`src/hdl/line_command_field_extractor_top_macros.svh`:
```
// ----------------------------------------------------------------------------
// line command field extractor assertion macros
// shared property wrappers, clocked on clk and disabled while rst_n is low
// ----------------------------------------------------------------------------
`ifndef LINE_COMMAND_FIELD_EXTRACTOR_TOP_MACROS_SVH
`define LINE_COMMAND_FIELD_EXTRACTOR_TOP_MACROS_SVH

// same-cycle implication
`define LCFE_ASSERT_IMP(label, cond, expr) \
  label: assert property (@(posedge clk) disable iff (!rst_n) (cond) |-> (expr)) \
    else $error("lcfe assertion failed");

// next-cycle implication
`define LCFE_ASSERT_NXT(label, cond, expr) \
  label: assert property (@(posedge clk) disable iff (!rst_n) (cond) |=> (expr)) \
    else $error("lcfe assertion failed");

`endif

```
`src/hdl/lcfe_pkg.sv`:
```
// ----------------------------------------------------------------------------
// lcfe_pkg
// types, constants and key tables of the line command field extractor
// ----------------------------------------------------------------------------
package lcfe_pkg;

  localparam int LINE_BYTES  = 256;
  localparam int BC_W        = $clog2(LINE_BYTES);
  localparam int NUM_KEYS    = 4;
  localparam int QUEUE_DEPTH = 2;

  localparam logic [31:0] TIMEOUT_RESET = 32'd2000000;

  localparam logic KIND_BYTE = 1'b0;
  localparam logic KIND_IDLE = 1'b1;

  localparam logic [7:0] CH_NUL     = 8'h00;
  localparam logic [7:0] CH_TAB     = 8'h09;
  localparam logic [7:0] CH_NEWLINE = 8'h0A;
  localparam logic [7:0] CH_CR      = 8'h0D;
  localparam logic [7:0] CH_SPACE   = 8'h20;
  localparam logic [7:0] CH_QUOTE   = 8'h22;
  localparam logic [7:0] CH_PLUS    = 8'h2B;
  localparam logic [7:0] CH_MINUS   = 8'h2D;
  localparam logic [7:0] CH_ZERO    = 8'h30;
  localparam logic [7:0] CH_NINE    = 8'h39;
  localparam logic [7:0] CH_COLON   = 8'h3A;

  localparam logic [127:0] KEY_TEXT_SEQ   = {"seq", 104'd0};
  localparam logic [127:0] KEY_TEXT_LEFT  = {"left", "_speed", 48'd0};
  localparam logic [127:0] KEY_TEXT_RIGHT = {"right", "_speed", 40'd0};
  localparam logic [127:0] KEY_TEXT_ANGLE = {"servo", "_angle", 40'd0};

  typedef enum logic [1:0] {
    KEY_SEQ,
    KEY_LEFT,
    KEY_RIGHT,
    KEY_ANGLE
  } key_id_t;

  typedef enum logic [2:0] {
    PH_SEARCH,
    PH_PUNCT,
    PH_WS,
    PH_SIGNED,
    PH_DIGITS,
    PH_GOOD,
    PH_BAD
  } phase_t;

  typedef struct packed {
    logic kind;
    logic [7:0] rx_byte;
  } in_word_t;

  typedef struct packed {
    logic status;
    logic signed [31:0] seq_value;
    logic signed [31:0] left_value;
    logic signed [31:0] right_value;
    logic signed [31:0] angle_value;
    logic [31:0] lines_accepted;
  } out_word_t;

  typedef struct packed {
    logic is_digit;
    logic [3:0] digit;
    logic is_sign;
    logic is_minus;
    logic is_punct;
    logic is_cspace;
    logic is_newline;
    logic is_nul;
  } byte_class_t;

  typedef struct packed {
    logic kind;
    logic [7:0] rx_byte;
    byte_class_t cls;
  } q_entry_t;

  typedef struct packed {
    logic ok;
    logic neg;
    logic [31:0] acc;
  } key_field_t;

  function automatic logic [3:0] key_len(key_id_t k);
    logic [3:0] len;
    begin
      unique case (k)
        KEY_SEQ:   len = 4'd3;
        KEY_LEFT:  len = 4'd10;
        KEY_RIGHT: len = 4'd11;
        KEY_ANGLE: len = 4'd11;
        default:   len = 4'd11;
      endcase
      return len;
    end
  endfunction

  function automatic logic [7:0] key_char(key_id_t k, logic [3:0] p);
    logic [127:0] t;
    begin
      unique case (k)
        KEY_SEQ:   t = KEY_TEXT_SEQ;
        KEY_LEFT:  t = KEY_TEXT_LEFT;
        KEY_RIGHT: t = KEY_TEXT_RIGHT;
        KEY_ANGLE: t = KEY_TEXT_ANGLE;
        default:   t = KEY_TEXT_SEQ;
      endcase
      return t[{~p, 3'b000} +: 8];
    end
  endfunction

endpackage

```
`src/hdl/lcfe_front.sv`:
```
// ----------------------------------------------------------------------------
// lcfe_front
// accepts input words, classifies the byte and queues them for the back end
// ----------------------------------------------------------------------------
`include "line_command_field_extractor_top_macros.svh"

module lcfe_front (
  input  logic              clk,
  input  logic              rst_n,
  input  logic              in_valid,
  output logic              in_stall,
  input  lcfe_pkg::in_word_t in_word,
  output logic              q_valid,
  output lcfe_pkg::q_entry_t q_entry,
  input  logic              q_pop
);
  import lcfe_pkg::*;

  localparam int PTR_W = (QUEUE_DEPTH > 1) ? $clog2(QUEUE_DEPTH) : 1;
  localparam int CNT_W = $clog2(QUEUE_DEPTH + 1);

  q_entry_t    mem_r [QUEUE_DEPTH];
  logic [PTR_W-1:0] wr_ptr_r, wr_ptr_nxt;
  logic [PTR_W-1:0] rd_ptr_r, rd_ptr_nxt;
  logic [CNT_W-1:0] count_r, count_nxt;
  logic        push;
  byte_class_t cls;
  logic [7:0]  c;

  // byte classification
  always_comb begin
    c = in_word.rx_byte;
    cls.is_digit   = (c >= CH_ZERO) && (c <= CH_NINE);
    cls.digit      = c[3:0];
    cls.is_sign    = (c == CH_PLUS) || (c == CH_MINUS);
    cls.is_minus   = (c == CH_MINUS);
    cls.is_punct   = (c == CH_QUOTE) || (c == CH_COLON) || (c == CH_SPACE) || (c == CH_TAB);
    cls.is_cspace  = (c == CH_SPACE) || ((c >= CH_TAB) && (c <= CH_CR));
    cls.is_newline = (c == CH_NEWLINE);
    cls.is_nul     = (c == CH_NUL);
  end

  assign in_stall = (count_r == CNT_W'(QUEUE_DEPTH));
  assign push     = in_valid && !in_stall;
  assign q_valid  = (count_r != '0);
  assign q_entry  = mem_r[rd_ptr_r];

  always_comb begin
    wr_ptr_nxt = wr_ptr_r;
    rd_ptr_nxt = rd_ptr_r;
    count_nxt  = count_r;
    if (push) begin
      wr_ptr_nxt = (wr_ptr_r == PTR_W'(QUEUE_DEPTH - 1)) ? '0 : wr_ptr_r + 1'b1;
    end
    if (q_pop) begin
      rd_ptr_nxt = (rd_ptr_r == PTR_W'(QUEUE_DEPTH - 1)) ? '0 : rd_ptr_r + 1'b1;
    end
    if (push && !q_pop) begin
      count_nxt = count_r + 1'b1;
    end else if (!push && q_pop) begin
      count_nxt = count_r - 1'b1;
    end
  end

  always_ff @(posedge clk) begin
    if (!rst_n) begin
      wr_ptr_r <= '0;
      rd_ptr_r <= '0;
      count_r  <= '0;
    end else begin
      wr_ptr_r <= wr_ptr_nxt;
      rd_ptr_r <= rd_ptr_nxt;
      count_r  <= count_nxt;
    end
  end

  always_ff @(posedge clk) begin
    if (push) begin
      mem_r[wr_ptr_r] <= '{kind: in_word.kind, rx_byte: in_word.rx_byte, cls: cls};
    end
  end

  `LCFE_ASSERT_IMP(a_pop_nonempty, q_pop, count_r != '0)
  `LCFE_ASSERT_NXT(a_count_push, push && !q_pop, count_r == $past(count_r) + 1'b1)

endmodule

```
`src/hdl/lcfe_key.sv`:
```
// ----------------------------------------------------------------------------
// lcfe_key
// one key matcher: finds the key, skips separators, accumulates the number
// ----------------------------------------------------------------------------
module lcfe_key (
  input  logic                 clk,
  input  logic                 rst_n,
  input  lcfe_pkg::key_id_t    key_sel,
  input  logic                 step,
  input  logic                 clear,
  input  lcfe_pkg::byte_class_t cls,
  input  logic [7:0]           rx_byte,
  output lcfe_pkg::key_field_t field
);
  import lcfe_pkg::*;

  localparam logic [31:0] MAG_LIMIT      = 32'h8000_0000;
  localparam logic [31:0] DIGIT_THR      = 32'd214748364;
  localparam logic [31:0] DIGIT_THR_NINE = 32'd214748363;

  phase_t      phase_r, phase_nxt;
  logic [3:0]  pos_r, pos_nxt;
  logic [31:0] acc_r, acc_nxt;
  logic        neg_r, neg_nxt;
  logic [3:0]  len;
  logic [7:0]  ch_at;
  logic [7:0]  ch_first;
  logic        hit;
  logic [3:0]  pos_inc;
  logic [31:0] acc_add;
  logic        starting;

  function automatic logic [31:0] add_digit(logic [31:0] a, logic [3:0] d);
    logic [31:0] thr;
    begin
      thr = (d == 4'd9) ? DIGIT_THR_NINE : DIGIT_THR;
      if (a > thr) begin
        return MAG_LIMIT;
      end
      return {a[28:0], 3'b000} + {a[30:0], 1'b0} + {28'd0, d};
    end
  endfunction

  function automatic phase_t start_phase(byte_class_t b);
    begin
      if (b.is_sign) begin
        return PH_SIGNED;
      end else if (b.is_digit) begin
        return PH_DIGITS;
      end
      return PH_BAD;
    end
  endfunction

  assign len      = key_len(key_sel);
  assign ch_at    = key_char(key_sel, pos_r);
  assign ch_first = key_char(key_sel, 4'd0);
  assign hit      = (pos_r < len) && (ch_at == rx_byte);
  assign pos_inc  = hit ? pos_r + 4'd1 : ((ch_first == rx_byte) ? 4'd1 : 4'd0);
  assign acc_add  = add_digit(acc_r, cls.digit);
  assign starting = ((phase_r == PH_PUNCT) && !cls.is_punct && !cls.is_cspace) ||
                    ((phase_r == PH_WS) && !cls.is_cspace);

  // next phase
  always_comb begin
    phase_nxt = phase_r;
    if (step) begin
      unique case (phase_r)
        PH_SEARCH: if (pos_inc >= len) phase_nxt = PH_PUNCT;
        PH_PUNCT: begin
          if (cls.is_punct) begin
            phase_nxt = PH_PUNCT;
          end else if (cls.is_cspace) begin
            phase_nxt = PH_WS;
          end else begin
            phase_nxt = start_phase(cls);
          end
        end
        PH_WS:     if (!cls.is_cspace) phase_nxt = start_phase(cls);
        PH_SIGNED: phase_nxt = cls.is_digit ? PH_DIGITS : PH_BAD;
        PH_DIGITS: if (!cls.is_digit) phase_nxt = PH_GOOD;
        PH_GOOD:   phase_nxt = PH_GOOD;
        PH_BAD:    phase_nxt = PH_BAD;
        default:   phase_nxt = PH_BAD;
      endcase
    end
  end

  // match position, sign and accumulator
  always_comb begin
    pos_nxt = pos_r;
    acc_nxt = acc_r;
    neg_nxt = neg_r;
    if (step) begin
      unique case (phase_r) inside
        PH_SEARCH: pos_nxt = (pos_inc >= len) ? 4'd0 : pos_inc;
        PH_PUNCT, PH_WS: begin
          if (starting) begin
            if (cls.is_sign) begin
              neg_nxt = cls.is_minus;
            end else if (cls.is_digit) begin
              acc_nxt = acc_add;
            end
          end
        end
        PH_SIGNED, PH_DIGITS: if (cls.is_digit) acc_nxt = acc_add;
        PH_GOOD, PH_BAD: begin
          acc_nxt = acc_r;
        end
        default: acc_nxt = acc_r;
      endcase
    end
  end

  assign field = '{ok: (phase_nxt == PH_DIGITS) || (phase_nxt == PH_GOOD),
                   neg: neg_nxt, acc: acc_nxt};

  always_ff @(posedge clk) begin
    if (!rst_n || clear) begin
      phase_r <= PH_SEARCH;
      pos_r   <= '0;
      acc_r   <= '0;
      neg_r   <= 1'b0;
    end else begin
      phase_r <= phase_nxt;
      pos_r   <= pos_nxt;
      acc_r   <= acc_nxt;
      neg_r   <= neg_nxt;
    end
  end

endmodule

```
`src/hdl/lcfe_back.sv`:
```
// ----------------------------------------------------------------------------
// lcfe_back
// line framing, idle timeout, four key matchers and the result register
// ----------------------------------------------------------------------------
`include "line_command_field_extractor_top_macros.svh"

module lcfe_back (
  input  logic               clk,
  input  logic               rst_n,
  input  logic               q_valid,
  input  lcfe_pkg::q_entry_t q_entry,
  output logic               q_pop,
  input  logic               cfg_write,
  input  logic [31:0]        cfg_data,
  output logic               out_valid,
  input  logic               out_stall,
  output lcfe_pkg::out_word_t out_word
);
  import lcfe_pkg::*;

  logic [31:0]     timeout_r, timeout_nxt;
  logic [31:0]     idle_r, idle_nxt;
  logic [BC_W-1:0] bc_r, bc_nxt;
  logic            nul_seen_r, nul_seen_nxt;
  logic            line_empty_r, line_empty_nxt;
  logic [31:0]     cmd_cnt_r, cmd_cnt_nxt;
  logic            out_valid_r, out_valid_nxt;
  logic            status_r;
  logic [31:0]     out_cnt_r;
  key_field_t      out_fld_r [NUM_KEYS];

  key_field_t      fld [NUM_KEYS];
  logic            go;
  logic            is_idle;
  logic [31:0]     idle_inc;
  logic [BC_W-1:0] bc_inc;
  logic            nul_new;
  logic            empty_new;
  logic            step;
  logic            finish;
  logic            nocmd;
  logic [31:0]     cmd_inc;

  function automatic logic [31:0] field_val(key_field_t f, logic [31:0] dflt);
    begin
      if (!f.ok) begin
        return dflt;
      end else if (f.neg) begin
        return 32'd0 - f.acc;
      end
      return f.acc[31] ? 32'h7FFF_FFFF : f.acc;
    end
  endfunction

  assign go        = q_valid && (!out_valid_r || !out_stall);
  assign q_pop     = go;
  assign is_idle   = q_entry.kind;
  assign idle_inc  = idle_r + 32'd1;
  assign bc_inc    = bc_r + 1'b1;
  assign nul_new   = nul_seen_r || q_entry.cls.is_nul;
  assign empty_new = line_empty_r || (q_entry.cls.is_nul && (bc_r == '0));
  assign step      = go && !is_idle && !nul_new;
  assign cmd_inc   = cmd_cnt_r + 32'd1;

  always_comb begin
    if (is_idle) begin
      finish = (idle_inc >= timeout_r);
      nocmd  = (bc_r == '0) || line_empty_r;
    end else begin
      finish = q_entry.cls.is_newline || (bc_inc == BC_W'(LINE_BYTES - 1));
      nocmd  = empty_new;
    end
  end

  for (genvar i = 0; i < NUM_KEYS; i++) begin : g_key
    lcfe_key u_key (
      .clk     (clk),
      .rst_n   (rst_n),
      .key_sel (key_id_t'(i)),
      .step    (step),
      .clear   (go && finish),
      .cls     (q_entry.cls),
      .rx_byte (q_entry.rx_byte),
      .field   (fld[i])
    );
  end

  always_comb begin
    timeout_nxt    = cfg_write ? cfg_data : timeout_r;
    idle_nxt       = idle_r;
    bc_nxt         = bc_r;
    nul_seen_nxt   = nul_seen_r;
    line_empty_nxt = line_empty_r;
    cmd_cnt_nxt    = cmd_cnt_r;
    out_valid_nxt  = out_valid_r;
    if (!out_valid_r || !out_stall) begin
      out_valid_nxt = go && finish;
    end
    if (go) begin
      if (finish) begin
        idle_nxt       = '0;
        bc_nxt         = '0;
        nul_seen_nxt   = 1'b0;
        line_empty_nxt = 1'b0;
        if (!nocmd) begin
          cmd_cnt_nxt = cmd_inc;
        end
      end else if (is_idle) begin
        idle_nxt = idle_inc;
      end else begin
        idle_nxt       = '0;
        bc_nxt         = bc_inc;
        nul_seen_nxt   = nul_new;
        line_empty_nxt = empty_new;
      end
    end
  end

  always_ff @(posedge clk) begin
    if (!rst_n) begin
      timeout_r    <= TIMEOUT_RESET;
      idle_r       <= '0;
      bc_r         <= '0;
      nul_seen_r   <= 1'b0;
      line_empty_r <= 1'b0;
      cmd_cnt_r    <= '0;
      out_valid_r  <= 1'b0;
    end else begin
      timeout_r    <= timeout_nxt;
      idle_r       <= idle_nxt;
      bc_r         <= bc_nxt;
      nul_seen_r   <= nul_seen_nxt;
      line_empty_r <= line_empty_nxt;
      cmd_cnt_r    <= cmd_cnt_nxt;
      out_valid_r  <= out_valid_nxt;
    end
  end

  // result payload, no-command results carry zeros
  always_ff @(posedge clk) begin
    if (go && finish) begin
      status_r  <= nocmd;
      out_cnt_r <= nocmd ? 32'd0 : cmd_inc;
      for (int k = 0; k < NUM_KEYS; k++) begin
        out_fld_r[k] <= nocmd ? '0 : fld[k];
      end
    end
  end

  assign out_valid = out_valid_r;

  always_comb begin
    out_word.status         = status_r;
    out_word.seq_value      = field_val(out_fld_r[KEY_SEQ], out_cnt_r);
    out_word.left_value     = field_val(out_fld_r[KEY_LEFT], 32'd0);
    out_word.right_value    = field_val(out_fld_r[KEY_RIGHT], 32'd0);
    out_word.angle_value    = field_val(out_fld_r[KEY_ANGLE], 32'd0);
    out_word.lines_accepted = out_cnt_r;
  end

  `LCFE_ASSERT_NXT(a_cmd_count, go && finish && !nocmd, cmd_cnt_r == $past(cmd_cnt_r) + 32'd1)
  `LCFE_ASSERT_NXT(a_line_clear, go && finish, (bc_r == '0) && (idle_r == '0))

endmodule

```
`src/hdl/line_command_field_extractor_top.sv`:
```
// ----------------------------------------------------------------------------
// line_command_field_extractor_top
// frames received bytes and idle ticks into lines and extracts four fields
// ----------------------------------------------------------------------------
//   channel   dir  handshake          word
//   in_       in   in_valid/in_stall  in_word  (kind, rx_byte)
//   out_      out  out_valid/out_stall out_word (status, fields, line count)
//   cfg_      in   cfg_valid/cfg_ready cfg_data (timeout_limit)
//
// one word per cycle sustained while out_stall is low; the result register
// loads after acceptance via front queue write, then back end update
// the two-entry front queue lets input be taken while a result waits
// out_valid comes from a register and never depends on out_stall
// reset is synchronous on rst_n; no clearing pass, ready the next cycle
// cfg_ready is always high; write only while the block is idle
// ----------------------------------------------------------------------------
module line_command_field_extractor_top (
  input  logic                clk,
  input  logic                rst_n,
  input  logic                in_valid,
  output logic                in_stall,
  input  lcfe_pkg::in_word_t  in_word,
  output logic                out_valid,
  input  logic                out_stall,
  output lcfe_pkg::out_word_t out_word,
  input  logic                cfg_valid,
  output logic                cfg_ready,
  input  logic [31:0]         cfg_data
);
  import lcfe_pkg::*;

  logic     q_valid;
  q_entry_t q_entry;
  logic     q_pop;

  assign cfg_ready = 1'b1;

  lcfe_front u_front (
    .clk      (clk),
    .rst_n    (rst_n),
    .in_valid (in_valid),
    .in_stall (in_stall),
    .in_word  (in_word),
    .q_valid  (q_valid),
    .q_entry  (q_entry),
    .q_pop    (q_pop)
  );

  lcfe_back u_back (
    .clk       (clk),
    .rst_n     (rst_n),
    .q_valid   (q_valid),
    .q_entry   (q_entry),
    .q_pop     (q_pop),
    .cfg_write (cfg_valid && cfg_ready),
    .cfg_data  (cfg_data),
    .out_valid (out_valid),
    .out_stall (out_stall),
    .out_word  (out_word)
  );

endmodule
```
`config.mk`:
```
export PLATFORM = sky130hd
export DESIGN_NAME = line_command_field_extractor_top
export DESIGN_NICKNAME = d
export VERILOG_FILES = /design/src/hdl/lcfe_pkg.sv /design/src/hdl/lcfe_front.sv /design/src/hdl/lcfe_key.sv /design/src/hdl/lcfe_back.sv /design/src/hdl/line_command_field_extractor_top.sv
export VERILOG_INCLUDE_DIRS = /design/src /design/src/hdl
export SDC_FILE = /design/constraint.sdc
export NUM_CORES = 2
export LEC_CHECK = 0
export ABC_CLOCK_PERIOD_IN_PS = 10200
export BUFFER_PORTS_ARGS = -buffer_cell sky130_fd_sc_hd__buf_2
export CORE_ASPECT_RATIO = 1.25
export CORE_MARGIN = 4
export CORE_UTILIZATION = 50
export DETAILED_ROUTE_END_ITERATION = 8
export GPL_ROUTABILITY_DRIVEN = 0
export GPL_TIMING_DRIVEN = 0
export PLACE_DENSITY = 0.71
export SKIP_CTS_REPAIR_TIMING = 1
export SLEW_MARGIN = 20
export SYNTH_ARGS = -nofsm -noshare
export SYNTH_HDL_FRONTEND = slang
export SYNTH_SLANG_ARGS = --single-unit
export TNS_END_PERCENT = 10
```
`constraint.sdc`:
```
create_clock -name clk -period 10.2 [get_ports clk]
set_clock_uncertainty 0.05 [all_clocks]
set_input_delay 1.02 -clock clk [delete_from_list [all_inputs] [get_ports clk]]
set_output_delay 1.02 -clock clk [all_outputs]
set_load 0.02 [all_outputs]
```
# Yosys cells after proc, flatten, opt, wreduce, memory -nomap -nowiden
# Memory sizes are Yosys's and may differ from the RTL's. A register that Yosys moved wholly into a read port is not among the register bits.
# Cells that the tools add are included.
# word_totals
regBits	304
latchBits	0
ramBits	176
romBits	0
in_bits	46
output_inout_bits	164
word_cells	369
mem_count	2
# memory_table
name	words	width	rd	rd_ports_with_merged_regs	write_ports	line	text
u_back.out_fld_r	4	34	4	0	4	lcfe_back.sv:30	key_field_t out_fld_r [NUM_KEYS];
u_front.mem_r	2	20	1	1	1	lcfe_front.sv:22	q_entry_t mem_r [QUEUE_DEPTH];
# op_classes
add_sub_neg	23
multipliers	0
div	0
order_cmp	17
n_eq_ne	46
shift	4
n_mux	167
bitwise	5
n_reduce_logical	77
# ops
cell	n
two-way mux 32 bit	38
indexed part select 128 x 8 -> 8 bit, first input constant	4
case mux 32 bit (2 select lines)	4
two-way mux 34 bit	4
adder 32 bit	4
adder 32 x 4 -> 32 bit	4
subtractor 1 x 32 -> 32 bit, first input constant	4
two-way mux 31 bit	4
two-way mux 3 bit	35
case mux 3 bit (6 select lines)	4
two-way mux 1 bit	65
adder 32 x 1 -> 32 bit, second input constant	2
> comparator 32 x 28 -> 1 bit	2
> comparator 32 bit	2
equality test 3 bit, second input constant	16
equality test 8 x 6 -> 1 bit, second input constant	5
equality test 8 bit	4
greater-or-equal comparator 32 bit	1
two-way mux 4 bit	8
logical AND 1 bit	26
equality test 3 x 2 -> 1 bit, second input constant	8
equality test 7 x 8 -> 1 bit, first input constant	3
logical OR 1 bit	19
adder 4 x 1 -> 4 bit, second input constant	4
other kinds (29)	69

# Logic depth before layout (Yosys ltp)
# depth
depth_word	14
depth_mapped	20
ltp_nobuf	17

# Hierarchy
# Synthesis repeated with hierarchy kept, for this count alone.
# unflattened
cells_unflattened	4402
hier_area_um2	37211.9
# by_module_without_submodules
mod	n_inst	cells_each	area_per_inst_um2	seq_area_each_um2
lcfe_back	1	1743	16092.9	7216.9
lcfe_key (u_back.g_key[1].u_key ...)	2	645	4902.2	800.8
lcfe_key (u_back.g_key[0].u_key)	1	641	4924.7	800.8
lcfe_key (u_back.g_key[3].u_key)	1	623	4803.4	800.8
lcfe_front	1	103	1575.3	1061.0
line_command_field_extractor_top	1	2	11.3	0.0

# Worst setup path before layout
# OpenSTA, ideal clock, no wires.
# synth_timing
path_kind	register to register
startpoint	reg u_back.idle_r[8]
endpoint	reg u_back.cmd_cnt_r[13]
setup_time_ns	0.070
t_arrival_ns	7.022
required_time_ns	10.080
setup_slack_ns	3.058
stages_incl_launch_ff	21
path_buffers	3
period_less_slack_ns	7.142
path_cell_list	dfxtp_1 -> buf_2 -> and4_1 -> nand3_1 -> or3_1 -> or3_1 -> clkbuf_1 -> nor2_1 -> nand3_1 -> xnor2_1 -> ha_1 -> nand3_1 -> nor4_2 -> or3b_2 -> o211ai_1 -> o21ai_1 -> nor2_4 -> nand2_2 -> buf_6 -> or3_1 -> a21oi_1
# synth_via
elab_chain_cells	4
# synth_lines
item	line	text
from (decl)	lcfe_back.sv:22	logic [31:0] idle_r, idle_nxt;
from (signal assigned)	lcfe_back.sv:130	idle_r <= idle_nxt;
adder 32 x 1 -> 32 bit	lcfe_back.sv:58	assign idle_inc = idle_r + 32'd1;
greater-or-equal comparator 32 bit	lcfe_back.sv:67	finish = (idle_inc >= timeout_r);
two-way mux 1 bit	lcfe_back.sv:66	if (is_idle) begin
AND reduction 3 bit (no line)	-	
to (signal assigned)	lcfe_back.sv:134	cmd_cnt_r <= cmd_cnt_nxt;
to (decl)	lcfe_back.sv:26	logic [31:0] cmd_cnt_r, cmd_cnt_nxt;
# Every way passes these cells.
# A chain may end at the register's enable or synchronous reset.

# Worst setup path after layout
# layout_timing
startpoint	reg u_back.idle_r[8]
endpoint	reg u_back.g_key[0].u_key.acc_r[31]
# layout_via
elab_chain_cells	5
# layout_lines
item	line	text
adder 32 x 1 -> 32 bit	lcfe_back.sv:58	
greater-or-equal comparator 32 bit	lcfe_back.sv:67	
two-way mux 1 bit	lcfe_back.sv:66	
logical AND 1 bit	lcfe_back.sv:81	.clear (go && finish),
logical OR 1 bit	lcfe_key.sv:119	if (!rst_n || clear) begin
to (signal assigned)	lcfe_key.sv:127	acc_r <= acc_nxt;
to (decl)	lcfe_key.sv:23	logic [31:0] acc_r, acc_nxt;
# Every way passes these cells.

==> results_dict.tcl <==
set metrics [dict create \
    grt-ovfl-total 0 \
    grt_pass1_vias 28200 \
    tightest_slew_ps 1180 \
    worst_slack_ps 3420 \
    clkTransAtPathRegs_ps 70 \
    rows 105 \
    htree_levels 2 \
    via_per_inst 5.83 \
    dp_slack_ps 3520 \
    setup_viol 0 \
    via_count 29400 \
    yosys_warnings 0 \
    synth_cells 3885 \
    drive_gt1_frac 0.0953 \
    rsz0062_at_grt "false" \
    period_share 0.664 \
    drt_iter0_drc 2074 \
    cts.sinks 473 \
    syn_nets 4239 \
    core-area_um2 65800 \
    hold_viol_final 0 \
    synthFlopType "dfxtp_1" \
    slew_violations 0 \
    num-nets-final 4501 \
    fillers 6055 \
    firstDrtPassIters 6 \
    fmax_mhz 148 \
    hold_path.class "reg2reg" \
    syn_area_um2 33300 \
    irDropWorstVdd_uv 170 \
    start_kind "flop" \
    critical_path_class "reg2reg" \
    synth_cell_type_count 98 \
    io_buffers 206 \
    syn_avg_cell_area_um2 8.56 \
    timing.final.crit_period_ps 6780 \
    ant_nets 0 \
    crit_path_max_fanout 10 \
    clk_latency_ps 610 \
    synthArstFlopShare 0 \
    fin_setup_tns_ps 0 \
    worst_r2r_path_depth 19 \
    leakagePower_nw 15.6 \
    grt_start_max_net_pins 33 \
    clockBufferDepth 3 \
    grt.total_usage 0.250 \
    grt_pass1_wl_mm 146 \
    status "finished, final reports clean" \
    cts_tree "built" \
    antenna_found_initial 9 \
    cp.arrival_ps 7200 \
    wl_per_cell_um 18.2 \
    ys_seq_area_frac 0.345 \
    whs_path_depth 2 \
    relSlewSlack 0.193 \
    worstSetupEndpointType "flop" \
    initial_core_util 0.505 \
    dp_hpwl_mm 70.7 \
    fin_cells 5046 \
    drc 0 \
    synth-seq-cells 473 \
    drt-total-wl_mm 92.0 \
    die-area_um2 70700 \
    die_h_um 296 \
    cts_buffers 47 \
    synth_edf_count 201 \
    fp.dieW_um 239 \
    p_per_area_nw_per_um2 168 \
    area_delta_synth_final_pct 11.7 \
    cts-root-buf "clkbuf_16" \
    num_io_pins 210 \
    numPlacedInstances 4954 \
    required_ps 10630 \
    max_cap_viol_count 0 \
]
cells by family (layout without fill, tap and decap cells):
group,after synthesis,after routing,share of synthesized area
xor+xnor,317,317,0.0835
mux,66,66,0.0209
buf+inv,314,614,0.0371
fa+ha+maj,308,308,0.118
simple gates,1355,1355,0.196
compound gates,1051,1051,0.199
other cells,1,6,0.000113
flops,473,473,0.345
worst paths after layout:
path                                           to           startpoint  slack, ps
setup / recovery  u_back.g_key[0].u_key.acc_r[31]     u_back.idle_r[8]       3420
hold / removal                u_back.line_empty_r  u_back.line_empty_r        430
setup reg to reg  u_back.g_key[0].u_key.acc_r[31]     u_back.idle_r[8]       3420
hold reg to reg               u_back.line_empty_r  u_back.line_empty_r        430
where the power goes:
| part | internal, mW | switching, mW |
|---|---|---|
| registers | 2.22 | 0.183 |
| logic | 0.587 | 1.44 |
| clock network | 0.978 | 0.811 |
| total | 3.79 | 2.44 |
cell type report:
class                           count  area (um2)  share of cell area
Buffer                            189         767              0.0207
Clock inverter                     36         368             0.00991
Clock buffer                       51        1210              0.0326
Timing Repair Buffer              213        1210              0.0326
Inverter                          125         469              0.0126
Sequential cell                   473       11500               0.309
Multi-Input combinational cell   3098       20500               0.553
Tap cell                          856        1070              0.0288
Antenna cell                        5        12.5            0.000337
Yosys cell counts (all sizes together) (66+ instances only):
cell type / number / area, um2
a21o: 66 / 495
ha: 300 / 3750
o21ai: 251 / 1260
nand3: 94 / 470
nand2: 246 / 928
xnor2: 162 / 1420
edfxtp: 201 / 6040
clkbuf: 146 / 548
nor2: 559 / 2120
inv: 125 / 469
nor3: 85 / 455
xor2: 155 / 1360
dfxtp: 272 / 5450
a22oi: 97 / 728
a21oi: 345 / 1730
critical path, cell delays in order (launching register included):
cell and delay, ps:
dfxtp_1 300, buf_2 180, and4_1 240, nand3_1 100
or3_1 400, or3_1 380, clkbuf_1 210, nor2_1 340
nand3_1 170, xnor2_1 170, ha_1 310, nand3_1 120
nor4_2 620, o2111ai_1 250, o41ai_1 710, o21ai_1 410
o21ai_1 480, clkbuf_1 610, buf_2 480, nor2_1 90
cell usage in the layout, fill, tap and decap left out, types with 27 or more instances in the layout:
master and count:
nor2_1 554, a21oi_1 345, ha_1 300, dfxtp_1 272, o21ai_0 246, nand2_1 244
buf_2 233, edfxtp_1 201, xnor2_1 162, xor2_1 155, clkbuf_1 147, inv_1 121
a22oi_1 97, nand3_1 94, nor3_1 79, a21o_1 66, nand2b_1 48, clkbuf_16 47
mux2i_1 46, or3_1 45, nand4_1 41, and3_1 40, nor4_1 40, o211ai_1 33
nor2b_1 30, o21a_1 27
registers in the layout, summed over array words and instances (netlist names), 16 cells and up, named ones only:
register                  count
u_back.g_key.u_key.pos_r     16
u_back.g_key.u_key.acc_r    128
u_back.out_fld_r            136
u_front.mem_r                32
u_back.timeout_r             32
u_back.out_cnt_r             32
u_back.idle_r                32
u_back.cmd_cnt_r             32
through the flow:
stage	power, mW	hold WS (ps)	utilization	area [um2]
after global placement	4.40	405	0.537	35400
final	6.22	426	0.564	37100
after detailed placement	4.46	415	0.540	35500
after global routing	6.51	459	0.564	37100
after CTS	6.25	431	0.564	37100
after floorplan	3.68	388	-	33300
routing by layer:
metal	GRT usage	wire length (um)	share of wire
met5	0	75	0.00082
met4	0.0810	3030	0.033
met3	0.0365	4670	0.051
met2	0.446	45300	0.49
met1	0.311	39000	0.42
Power figures use the tool's default switching activity.
